[src/sv/shcm_pkg.sv]
`timescale 1ns / 1ps
`default_nettype none
// ----------------------------------------------------------------------------
// shcm_pkg
// Shared types and constants of the soft/hard clip mixer pipeline.
// ----------------------------------------------------------------------------
package shcm_pkg;

  // Pipeline depth, input register to output register.
  localparam int STAGES = 7;

  // Tanh argument: unsigned Q.23, 4.0 sits at bit FRAC_W.
  localparam int FRAC_W = 25;
  localparam int ARG_W  = 40;

  localparam logic [15:0] Q15_ONE = 16'h8000;

  // Configuration register indexes.
  localparam logic [1:0] REG_CLIP_THR = 2'd0;
  localparam logic [1:0] REG_INV_CLIP = 2'd1;
  localparam logic [1:0] REG_DEPTH    = 2'd2;

  typedef struct packed {
    logic s1;
    logic s2;
  } shcm_adv2_t;

  typedef struct packed {
    logic s1;
    logic s2;
    logic s3;
  } shcm_adv3_t;

  // Segment lookup request: front end to tanh stage.
  typedef struct packed {
    logic              neg;
    logic [15:0]       hardm;
    logic              sat;
    logic [FRAC_W-1:0] frac;
  } shcm_seg_t;

  // Tanh result: tanh stage to mixer.
  typedef struct packed {
    logic        neg;
    logic [15:0] hardm;
    logic [15:0] tq;
  } shcm_tanh_t;

  // Restoring divide, evaluated at elaboration only to build constant tables.
  function automatic logic [63:0] udiv64(input logic [63:0] num, input logic [63:0] den);
    logic [63:0] q;
    logic [64:0] r;
    q = '0;
    r = '0;
    for (int i = 63; i >= 0; i--) begin
      r = {r[63:0], num[i]};
      if (r >= {1'b0, den}) begin
        r = r - {1'b0, den};
        q[i] = 1'b1;
      end
    end
    return q;
  endfunction

endpackage
`default_nettype wire

[src/sv/shcm_front.sv]
`timescale 1ns / 1ps
`default_nettype none
// ----------------------------------------------------------------------------
// shcm_front
// Magnitude, hard clamp and tanh argument, then table segment and fraction.
// ----------------------------------------------------------------------------
module shcm_front #(
  parameter int SEGMENTS = 64
) (
  input  wire logic                               clk,
  input  wire shcm_pkg::shcm_adv2_t               adv,
  input  wire logic signed [15:0]                 sample,
  input  wire logic [15:0]                        clip_thr,
  input  wire logic [23:0]                        inv_clip,
  output      shcm_pkg::shcm_seg_t                seg,
  output      logic [$clog2(SEGMENTS+1)-1:0]      k
);

  localparam int KW = $clog2(SEGMENTS + 1);
  localparam int PW = shcm_pkg::FRAC_W + KW;

  logic [15:0]                raw;
  logic [15:0]                mag;
  logic                       s1_neg;
  logic [15:0]                s1_hardm;
  logic [shcm_pkg::ARG_W-1:0] s1_arg;
  logic [PW-1:0]              pos;

  // Full-scale negative input gives 0x8000, which is still the right magnitude.
  assign raw = sample;
  assign mag = sample[15] ? (16'd0 - raw) : raw;

  always_ff @(posedge clk) begin
    if (adv.s1) begin
      s1_neg   <= sample[15];
      s1_hardm <= (mag < clip_thr) ? mag : clip_thr;
      s1_arg   <= shcm_pkg::ARG_W'(mag) * shcm_pkg::ARG_W'(inv_clip);
    end
  end

  assign pos = PW'(s1_arg[shcm_pkg::FRAC_W-1:0]) * PW'(SEGMENTS);

  always_ff @(posedge clk) begin
    if (adv.s2) begin
      seg.neg   <= s1_neg;
      seg.hardm <= s1_hardm;
      seg.sat   <= |s1_arg[shcm_pkg::ARG_W-1:shcm_pkg::FRAC_W];
      seg.frac  <= pos[shcm_pkg::FRAC_W-1:0];
      k         <= pos[PW-1:shcm_pkg::FRAC_W];
    end
  end

endmodule
`default_nettype wire

[src/sv/shcm_tanh.sv]
`timescale 1ns / 1ps
`default_nettype none
// ----------------------------------------------------------------------------
// shcm_tanh
// Tanh table read at both segment ends, then linear interpolation.
// ----------------------------------------------------------------------------
module shcm_tanh #(
  parameter int SEGMENTS = 64
) (
  input  wire logic                           clk,
  input  wire shcm_pkg::shcm_adv2_t           adv,
  input  wire shcm_pkg::shcm_seg_t            seg,
  input  wire logic [$clog2(SEGMENTS+1)-1:0]  k,
  output      shcm_pkg::shcm_tanh_t           tanh_res
);

  localparam int KW    = $clog2(SEGMENTS + 1);
  localparam int TAB_W = (SEGMENTS + 1) * 16;
  localparam int MW    = shcm_pkg::FRAC_W + 16;

  // Entry k is tanh(4k/SEGMENTS) in Q1.15, stepped with the tanh addition
  // formula in Q30 from tanh(h) taken from its odd series.
  function automatic logic [TAB_W-1:0] build_table(input int segs);
    logic [63:0]      h;
    logic [63:0]      h2;
    logic [63:0]      h3;
    logic [63:0]      h5;
    logic [63:0]      h7;
    logic [63:0]      h9;
    logic [63:0]      th;
    logic [63:0]      t;
    logic [63:0]      q;
    logic [63:0]      den;
    logic [63:0]      num;
    logic [TAB_W-1:0] tab;
    tab = '0;
    h   = shcm_pkg::udiv64(64'h1_0000_0000, 64'(segs));
    h2  = (h * h) >> 30;
    h3  = (h * h2) >> 30;
    h5  = (h3 * h2) >> 30;
    h7  = (h5 * h2) >> 30;
    h9  = (h7 * h2) >> 30;
    th  = h + (64'd2 * h5) / 64'd15 + (64'd62 * h9) / 64'd2835
          - h3 / 64'd3 - (64'd17 * h7) / 64'd315;
    t   = '0;
    for (int i = 0; i <= segs; i++) begin
      q = (t + 64'h4000) >> 15;
      if (q > 64'd32768) begin
        q = 64'd32768;
      end
      tab[i*16 +: 16] = q[15:0];
      den = 64'h4000_0000 + ((t * th + 64'h2000_0000) >> 30);
      num = (t + th) << 30;
      t   = shcm_pkg::udiv64(num + (den >> 1), den);
    end
    return tab;
  endfunction

  localparam logic [TAB_W-1:0] TANH_TAB = build_table(SEGMENTS);

  logic [KW-1:0]              k_hi;
  logic [15:0]                lo;
  logic [15:0]                hi;
  logic                       s3_neg;
  logic                       s3_sat;
  logic [15:0]                s3_hardm;
  logic [shcm_pkg::FRAC_W-1:0] s3_frac;
  logic [15:0]                diff;
  logic [MW-1:0]              prod;
  logic [MW-1:0]              prod_rnd;
  logic [15:0]                interp;

  // Segment index stays below SEGMENTS, so k + 1 is still in the table.
  assign k_hi = k + 1'b1;

  always_ff @(posedge clk) begin
    if (adv.s1) begin
      lo       <= TANH_TAB[{k, 4'd0} +: 16];
      hi       <= TANH_TAB[{k_hi, 4'd0} +: 16];
      s3_neg   <= seg.neg;
      s3_sat   <= seg.sat;
      s3_hardm <= seg.hardm;
      s3_frac  <= seg.frac;
    end
  end

  assign diff     = (hi < lo) ? 16'd0 : (hi - lo);
  assign prod     = MW'(diff) * MW'(s3_frac);
  assign prod_rnd = prod + (MW'(1) << (shcm_pkg::FRAC_W - 1));
  assign interp   = lo + prod_rnd[shcm_pkg::FRAC_W +: 16];

  always_ff @(posedge clk) begin
    if (adv.s2) begin
      tanh_res.neg   <= s3_neg;
      tanh_res.hardm <= s3_hardm;
      tanh_res.tq    <= s3_sat ? shcm_pkg::Q15_ONE : interp;
    end
  end

endmodule
`default_nettype wire

[src/sv/shcm_mix.sv]
`timescale 1ns / 1ps
`default_nettype none
// ----------------------------------------------------------------------------
// shcm_mix
// Soft and hard magnitudes weighted by depth, rounded, signed and saturated.
// ----------------------------------------------------------------------------
module shcm_mix (
  input  wire logic                  clk,
  input  wire shcm_pkg::shcm_adv3_t  adv,
  input  wire shcm_pkg::shcm_tanh_t  tanh_res,
  input  wire logic [15:0]           clip_thr,
  input  wire logic [15:0]           depth,
  output      logic signed [15:0]    out_sample
);

  logic [31:0] soft_prod;
  logic [31:0] hard_prod;
  logic        s5_neg;
  logic [30:0] s5_soft;
  logic [30:0] s5_hard;
  logic [45:0] mix_prod;
  logic        s6_neg;
  logic [45:0] s6_soft;
  logic [30:0] s6_hard;
  logic [46:0] acc;
  logic [46:0] acc_rnd;
  logic [16:0] outm;
  logic [16:0] neg_mag;
  logic [16:0] neg_val;
  logic [15:0] out_next;

  assign soft_prod = 32'(clip_thr) * 32'(tanh_res.tq);
  assign hard_prod = 32'(shcm_pkg::Q15_ONE - depth) * 32'(tanh_res.hardm);

  always_ff @(posedge clk) begin
    if (adv.s1) begin
      s5_neg  <= tanh_res.neg;
      s5_soft <= soft_prod[30:0];
      s5_hard <= hard_prod[30:0];
    end
  end

  assign mix_prod = 46'(depth) * 46'(s5_soft);

  always_ff @(posedge clk) begin
    if (adv.s2) begin
      s6_neg  <= s5_neg;
      s6_soft <= mix_prod;
      s6_hard <= s5_hard;
    end
  end

  // Q45 sum, round half away from zero on the magnitude.
  assign acc     = 47'(s6_soft) + {1'b0, s6_hard, 15'd0};
  assign acc_rnd = acc + (47'd1 << 29);
  assign outm    = acc_rnd[46:30];
  assign neg_mag = (outm > 17'd32768) ? 17'd32768 : outm;
  assign neg_val = 17'd0 - neg_mag;

  always_comb begin
    if (s6_neg) begin
      out_next = neg_val[15:0];
    end else if (outm > 17'd32767) begin
      out_next = 16'h7FFF;
    end else begin
      out_next = outm[15:0];
    end
  end

  always_ff @(posedge clk) begin
    if (adv.s3) begin
      out_sample <= $signed(out_next);
    end
  end

endmodule
`default_nettype wire

[src/sv/soft_hard_clip_mixer_top.sv]
`timescale 1ns / 1ps
`default_nettype none
// ----------------------------------------------------------------------------
// soft_hard_clip_mixer_top
// Tanh soft clipper mixed with a hard clamp, one Q1.15 sample per beat.
// ----------------------------------------------------------------------------
// Takes one sample per clock while in_ready is high. A sample moves through the
// stages in order into the output register and leaves as an output beat when
// the output side does not stall. The seven register stages are: argument
// multiply, segment position, table read, interpolation, the two weight
// multiplies, the depth multiply, and the round/saturate into the output
// register. Every stage has its own valid bit and holds only while it is full
// and the stage after it holds, so empty stages still fill under an output
// stall. Write the clip threshold, inv_clip and depth only while no sample is
// in flight; clip threshold and depth above 32768 are stored as 32768.
// ----------------------------------------------------------------------------
module soft_hard_clip_mixer_top #(
  parameter int TANH_SEGMENTS = 64
) (
  input  wire logic               clk,
  input  wire logic               rst,
  input  wire logic               in_valid,
  output      logic               in_ready,
  input  wire logic signed [15:0] sample,
  output      logic               out_valid,
  input  wire logic               out_ready,
  output      logic signed [15:0] out_sample,
  input  wire logic               cfg_we,
  input  wire logic [1:0]         cfg_index,
  input  wire logic [23:0]        cfg_data
);

  localparam int KW = $clog2(TANH_SEGMENTS + 1);
  localparam int ST = shcm_pkg::STAGES;

  logic [15:0]              clip_thr;
  logic [23:0]              inv_clip;
  logic [15:0]              depth;
  logic [15:0]              cfg_q15;
  logic [ST:1]              stage_valid;
  logic [ST:1]              valid_in;
  logic [ST+1:1]            en;
  shcm_pkg::shcm_adv2_t     front_adv;
  shcm_pkg::shcm_adv2_t     tanh_adv;
  shcm_pkg::shcm_adv3_t     mix_adv;
  shcm_pkg::shcm_seg_t      seg;
  logic [KW-1:0]            seg_k;
  shcm_pkg::shcm_tanh_t     tanh_res;

  assign cfg_q15 = (cfg_data[15:0] > shcm_pkg::Q15_ONE) ? shcm_pkg::Q15_ONE : cfg_data[15:0];

  always_ff @(posedge clk) begin
    if (rst) begin
      clip_thr <= shcm_pkg::Q15_ONE;
      inv_clip <= 24'd256;
      depth    <= 16'd0;
    end else if (cfg_we) begin
      unique case (cfg_index)
        shcm_pkg::REG_CLIP_THR: clip_thr <= cfg_q15;
        shcm_pkg::REG_INV_CLIP: inv_clip <= cfg_data;
        shcm_pkg::REG_DEPTH:    depth    <= cfg_q15;
        default: ;
      endcase
    end
  end

  // A stage advances when it is empty or the next one advances.
  always_comb begin
    en[ST+1] = out_ready;
    for (int i = ST; i >= 1; i--) begin
      en[i] = !stage_valid[i] || en[i+1];
    end
  end

  assign valid_in = {stage_valid[ST-1:1], in_valid};

  always_ff @(posedge clk) begin
    if (rst) begin
      stage_valid <= '0;
    end else begin
      stage_valid <= (en[ST:1] & valid_in) | (~en[ST:1] & stage_valid);
    end
  end

  assign in_ready  = en[1];
  assign out_valid = stage_valid[ST];

  assign front_adv = '{s1: en[1], s2: en[2]};
  assign tanh_adv  = '{s1: en[3], s2: en[4]};
  assign mix_adv   = '{s1: en[5], s2: en[6], s3: en[7]};

  shcm_front #(
    .SEGMENTS(TANH_SEGMENTS)
  ) u_front (
    .clk     (clk),
    .adv     (front_adv),
    .sample  (sample),
    .clip_thr(clip_thr),
    .inv_clip(inv_clip),
    .seg     (seg),
    .k       (seg_k)
  );

  shcm_tanh #(
    .SEGMENTS(TANH_SEGMENTS)
  ) u_tanh (
    .clk     (clk),
    .adv     (tanh_adv),
    .seg     (seg),
    .k       (seg_k),
    .tanh_res(tanh_res)
  );

  shcm_mix u_mix (
    .clk       (clk),
    .adv       (mix_adv),
    .tanh_res  (tanh_res),
    .clip_thr  (clip_thr),
    .depth     (depth),
    .out_sample(out_sample)
  );

`ifndef SYNTHESIS
  a_reset_empties: assert property (@(posedge clk) rst |=> (stage_valid == '0))
    else $error("pipeline not empty after reset");

  a_accept_lands: assert property (@(posedge clk) disable iff (rst)
    (in_valid && in_ready) |=> stage_valid[1])
    else $error("accepted beat missing from first stage");

  a_full_stall_blocks: assert property (@(posedge clk) disable iff (rst)
    ((&stage_valid) && !out_ready) |-> !in_ready)
    else $error("input taken while pipeline is full and stalled");

  a_beat_count: assert property (@(posedge clk) disable iff (rst)
    !$past(rst) |-> ($countones(stage_valid) == $past($countones(stage_valid))
      + ($past(in_valid && in_ready) ? 1 : 0) - ($past(out_valid && out_ready) ? 1 : 0)))
    else $error("beat lost or duplicated in pipeline");
`endif

endmodule
`default_nettype wire
[config.mk]
export PLATFORM = sky130hd
export DESIGN_NAME = soft_hard_clip_mixer_top
export DESIGN_NICKNAME = d
export VERILOG_FILES = /design/src/sv/shcm_pkg.sv /design/src/sv/shcm_front.sv /design/src/sv/shcm_tanh.sv /design/src/sv/shcm_mix.sv /design/src/sv/soft_hard_clip_mixer_top.sv
export SDC_FILE = /design/constraint.sdc
export NUM_CORES = 2
export LEC_CHECK = 0
export BUFFER_PORTS_ARGS = -buffer_cell sky130_fd_sc_hd__clkbuf_2
export CAP_MARGIN = 10
export CORE_UTILIZATION = 61
export DETAILED_ROUTE_END_ITERATION = 12
export GPL_ROUTABILITY_DRIVEN = 0
export PLACE_DENSITY_LB_ADDON = 0.08
export SLEW_MARGIN = 25
export SYNTH_ARGS = -nofsm -noshare
export SYNTH_HDL_FRONTEND = slang
export SYNTH_SLANG_ARGS = --single-unit
export TNS_END_PERCENT = 10
[constraint.sdc]
create_clock -name clk -period 9.72 [get_ports clk]
set_input_delay 1.458 -clock clk [delete_from_list [all_inputs] [get_ports clk]]
set_output_delay 1.458 -clock clk [all_outputs]
set_load 0.02 [all_outputs]
==> flow_summary.toml <==
[clocking]
path_clk_slew_ns = 0.06
cts_sinks = 405
cts_hold_buf = 0
cts_buffer_depth = 3
numCtsBuffers = 48
htreeDepth = 2
cts_tree = "done"
clkLatencyLatePin_ns = 0.64
clockRootBuffer = "clkbuf_16"

[timing]
fin_crit_sh_pct = 103
rsz0062_at_grt = "true"
fin_crit_ns = 9.97
setup_slack_ns = -0.249
slew-limit-headroom_pct = 30.9
finalSetupViolCount = 4
hold_violations = 0
fin_skew_ns = 0.0277
worst_pin_slew_ns = 1.03
drv_slew = 0
max_freq_ghz = 0.100

[layout]
num-nets-final = 10000
n_fill_cell = 9637
drive_above_1_share_pct = 8.25
syn2layout_area_growth_pct = 8.37

[setup_path]
worstPathMaxFanout = 6
critPathKind = "register to register"
crit_required_ns = 10.09
cp_common_cell = "fa_1"
worstPathBufferInverterCount = 9
worst_setup_path_start_kind = "register"
cp_slowest_cell = "fa_1"
path_delay_family = "adder cells"
arrival_ns = 10.34
end_kind = "register"
cpPeakStageDelay_ns = 0.57

[detailed_routing]
routedWlPerCell_um = 19.7
wl_um = 189000
ant_nets = 0
avgViaCountPerCell = 5.71
dr.first_iter.drc_count = 4405
vias = 54900
firstDrtPassIters = 6
post-route-drc-count = 0

[flow_run]
maxCapViolations = 0

[synth]
synth.avg_cell_area_sq_um = 9.34
yosysTopAreaCell = "fa_1"
synthTopCellsByArea = "fa_1, edfxtp_1, ha_1"
syn_nets = 9936
netlist_area_sq_mm = 0.0735
netlist_top_cells_count = "inv_1, fa_1, nand2_1"
yosysWarnings = 0
synth_edf_count = 342
synth_flop_cell = "edfxtp_1"
synthDominantCellAreaShare_pct = 38.1
seq_area_frac_synth_pct = 15.7
ys_types = 89
synthArstFlopShare_pct = 0
synth-seq-cells = 405
synth.most_common_cell = "inv_1"
synthCells = 7871

[floorplanning]
floorplan.initialDensity_pct = 61.9
die_y_um = 349
rows = 126
core_area_sq_mm = 0.119
die_width_um = 349
num_io_pins = 65
die_area_sq_mm = 0.122

[placement]
dp_slack_ns = -0.430
dpl.hpwl_um = 149000
port-buffer-count = 64

[global_routing]
antenna_found_initial = 9
grt_overflow_total = 0
grt_max_degree = 102
grt_pass1_wl_um = 312000
grt_pass1_vias = 58700
grt_use_total_pct = 32.7

[run_status]
failed_checks = "setup timing"
status = "finished, violations left"

[hold_path]
hp-class = "register to register"
-- cell usage in the layout, fill, tap and decap left out, types with 12 or more instances in the layout --
cell / synthesis / final
a21o_1: 89 / 89
xor2_1: 57 / 53
fa_1: 1400 / 1398
a211oi_1: 32 / 29
clkbuf_2: 0 / 64
o21bai_1: 25 / 25
o31ai_1: 13 / 12
mux2_2: 18 / 18
nor2b_1: 34 / 33
buf_4: 0 / 337
nand2b_1: 26 / 25
inv_1: 1540 / 1537
and4_1: 17 / 16
nor4_1: 21 / 20
nor2_1: 185 / 178
and3_1: 41 / 40
o21a_1: 34 / 34
o21ai_0: 137 / 128
clkbuf_16: 0 / 50
nand4_1: 33 / 33
a21oi_1: 252 / 241
and2_1: 564 / 563
nand2_1: 1380 / 1376
dfxtp_1: 63 / 62
xnor2_2: 0 / 19
nor3_1: 73 / 64
a21oi_2: 1 / 12
a31oi_1: 26 / 26
xnor2_1: 160 / 141
edfxtp_1: 342 / 342
o211ai_1: 34 / 34
or3_1: 16 / 15
ha_1: 618 / 610
nand3_1: 77 / 76
-- flip-flops by register name (all words and copies together), names as in the netlist, 6 cells and up, named ones only --
name	cells
u_mix.s6_hard	31
u_tanh.s3_frac	19
u_tanh.lo	15
u_mix.s6_soft	31
u_mix.s5_soft	31
u_tanh.s3_hardm	16
u_tanh.hi	15
clip_thr	16
inv_clip	24
u_mix.s5_hard	31
u_front.k	6
u_tanh.tanh_res	33
u_front.seg	37
u_front.s1_arg	40
depth	16
u_mix.out_sample	16
u_front.s1_hardm	16
-- per-layer routing --
layer	track usage, %	vias to the layer above	wire, um
li1	-	24500	-
met1	43.9	27800	76500
met2	53.4	2151	89300
met3	5.27	495	15100
met4	12.8	2	8100
met5	0	-	13
-- kinds of logic (layout without fill, tap and decap cells) --
| family | count (synthesis) | count (layout) | synth area share, % |
|---|---|---|---|
| DFF | 405 | 405 | 15.7 |
| other | 0 | 4 | 0 |
| adders and majority gates | 2018 | 2018 | 48.7 |
| AOI/OAI and AO/OA | 776 | 776 | 6.80 |
| buffers and inverters | 1914 | 2052 | 9.78 |
| muxes | 26 | 26 | 0.460 |
| and+or+nand+nor | 2515 | 2515 | 16.0 |
| xor gates and xnor gates | 217 | 217 | 2.59 |
-- stage by stage --
step / cell area (sq um) / std cells / util [%] / hold slack, ns / setup TNS, ns
detailed placement: 77400 / 9497 / 65.2 / 0.405 / -1.62
global route: 79600 / 9613 / 67.1 / 0.419 / -3.81
CTS: 79400 / 9605 / 66.9 / 0.418 / -0.727
global placement: 77400 / 9497 / 65.2 / 0.401 / -1.06
finish: 79600 / 9613 / 67.1 / 0.415 / -0.777
floorplan: 73800 / 7871 / - / 0.400 / -0.162
-- worst register-to-register path: cells and delay by family (launching register included) --
kind	cells	cell delay, ns
AOI/OAI and AO/OA	11	2.28
xor gates and xnor gates	3	0.50
adders and majority gates	10	4.22
buffers and inverters	9	0.92
DFF	1	0.44
and+or+nand+nor	8	1.38
-- path summary, 6_finish.rpt --
kind,slack [ns],start,cells past startpoint,to
worst max-delay path,-0.25,u_tanh.lo[0],41,u_tanh.tanh_res[15]
worst min-delay path,0.42,u_front.seg[14],0,u_tanh.s3_frac[14]
worst max register to register,-0.25,u_tanh.lo[0],41,u_tanh.tanh_res[15]
worst min register to register,0.42,u_front.seg[14],0,u_tanh.s3_frac[14]
-- what timing repair did --
action | 4_1_cts | 5_1_grt
cloned | 1 | 0
pin swaps | 42 | 25
buffers inserted | 18 | 3
endpoints found under the setup margin | 6 | 10
gates resized for setup | 33 | 32
-- layout make-up --
class / instances / area, sq um / share of cell area [%]
Antenna cell: 4 / 10.0 / 0.0126
Clock buffer: 56 / 1270 / 1.60
Clock inverter: 33 / 433 / 0.544
Inverter: 1541 / 5780 / 7.26
Multi-Input combinational cell: 5552 / 55400 / 69.6
Sequential cell: 405 / 11500 / 14.5
Tap cell: 1600 / 2000 / 2.51
Timing Repair Buffer: 422 / 3180 / 3.99
Power is left out: the tool's default activity adds up to more than one toggle a clock period on the data nets, which glitch-free logic cannot reach.
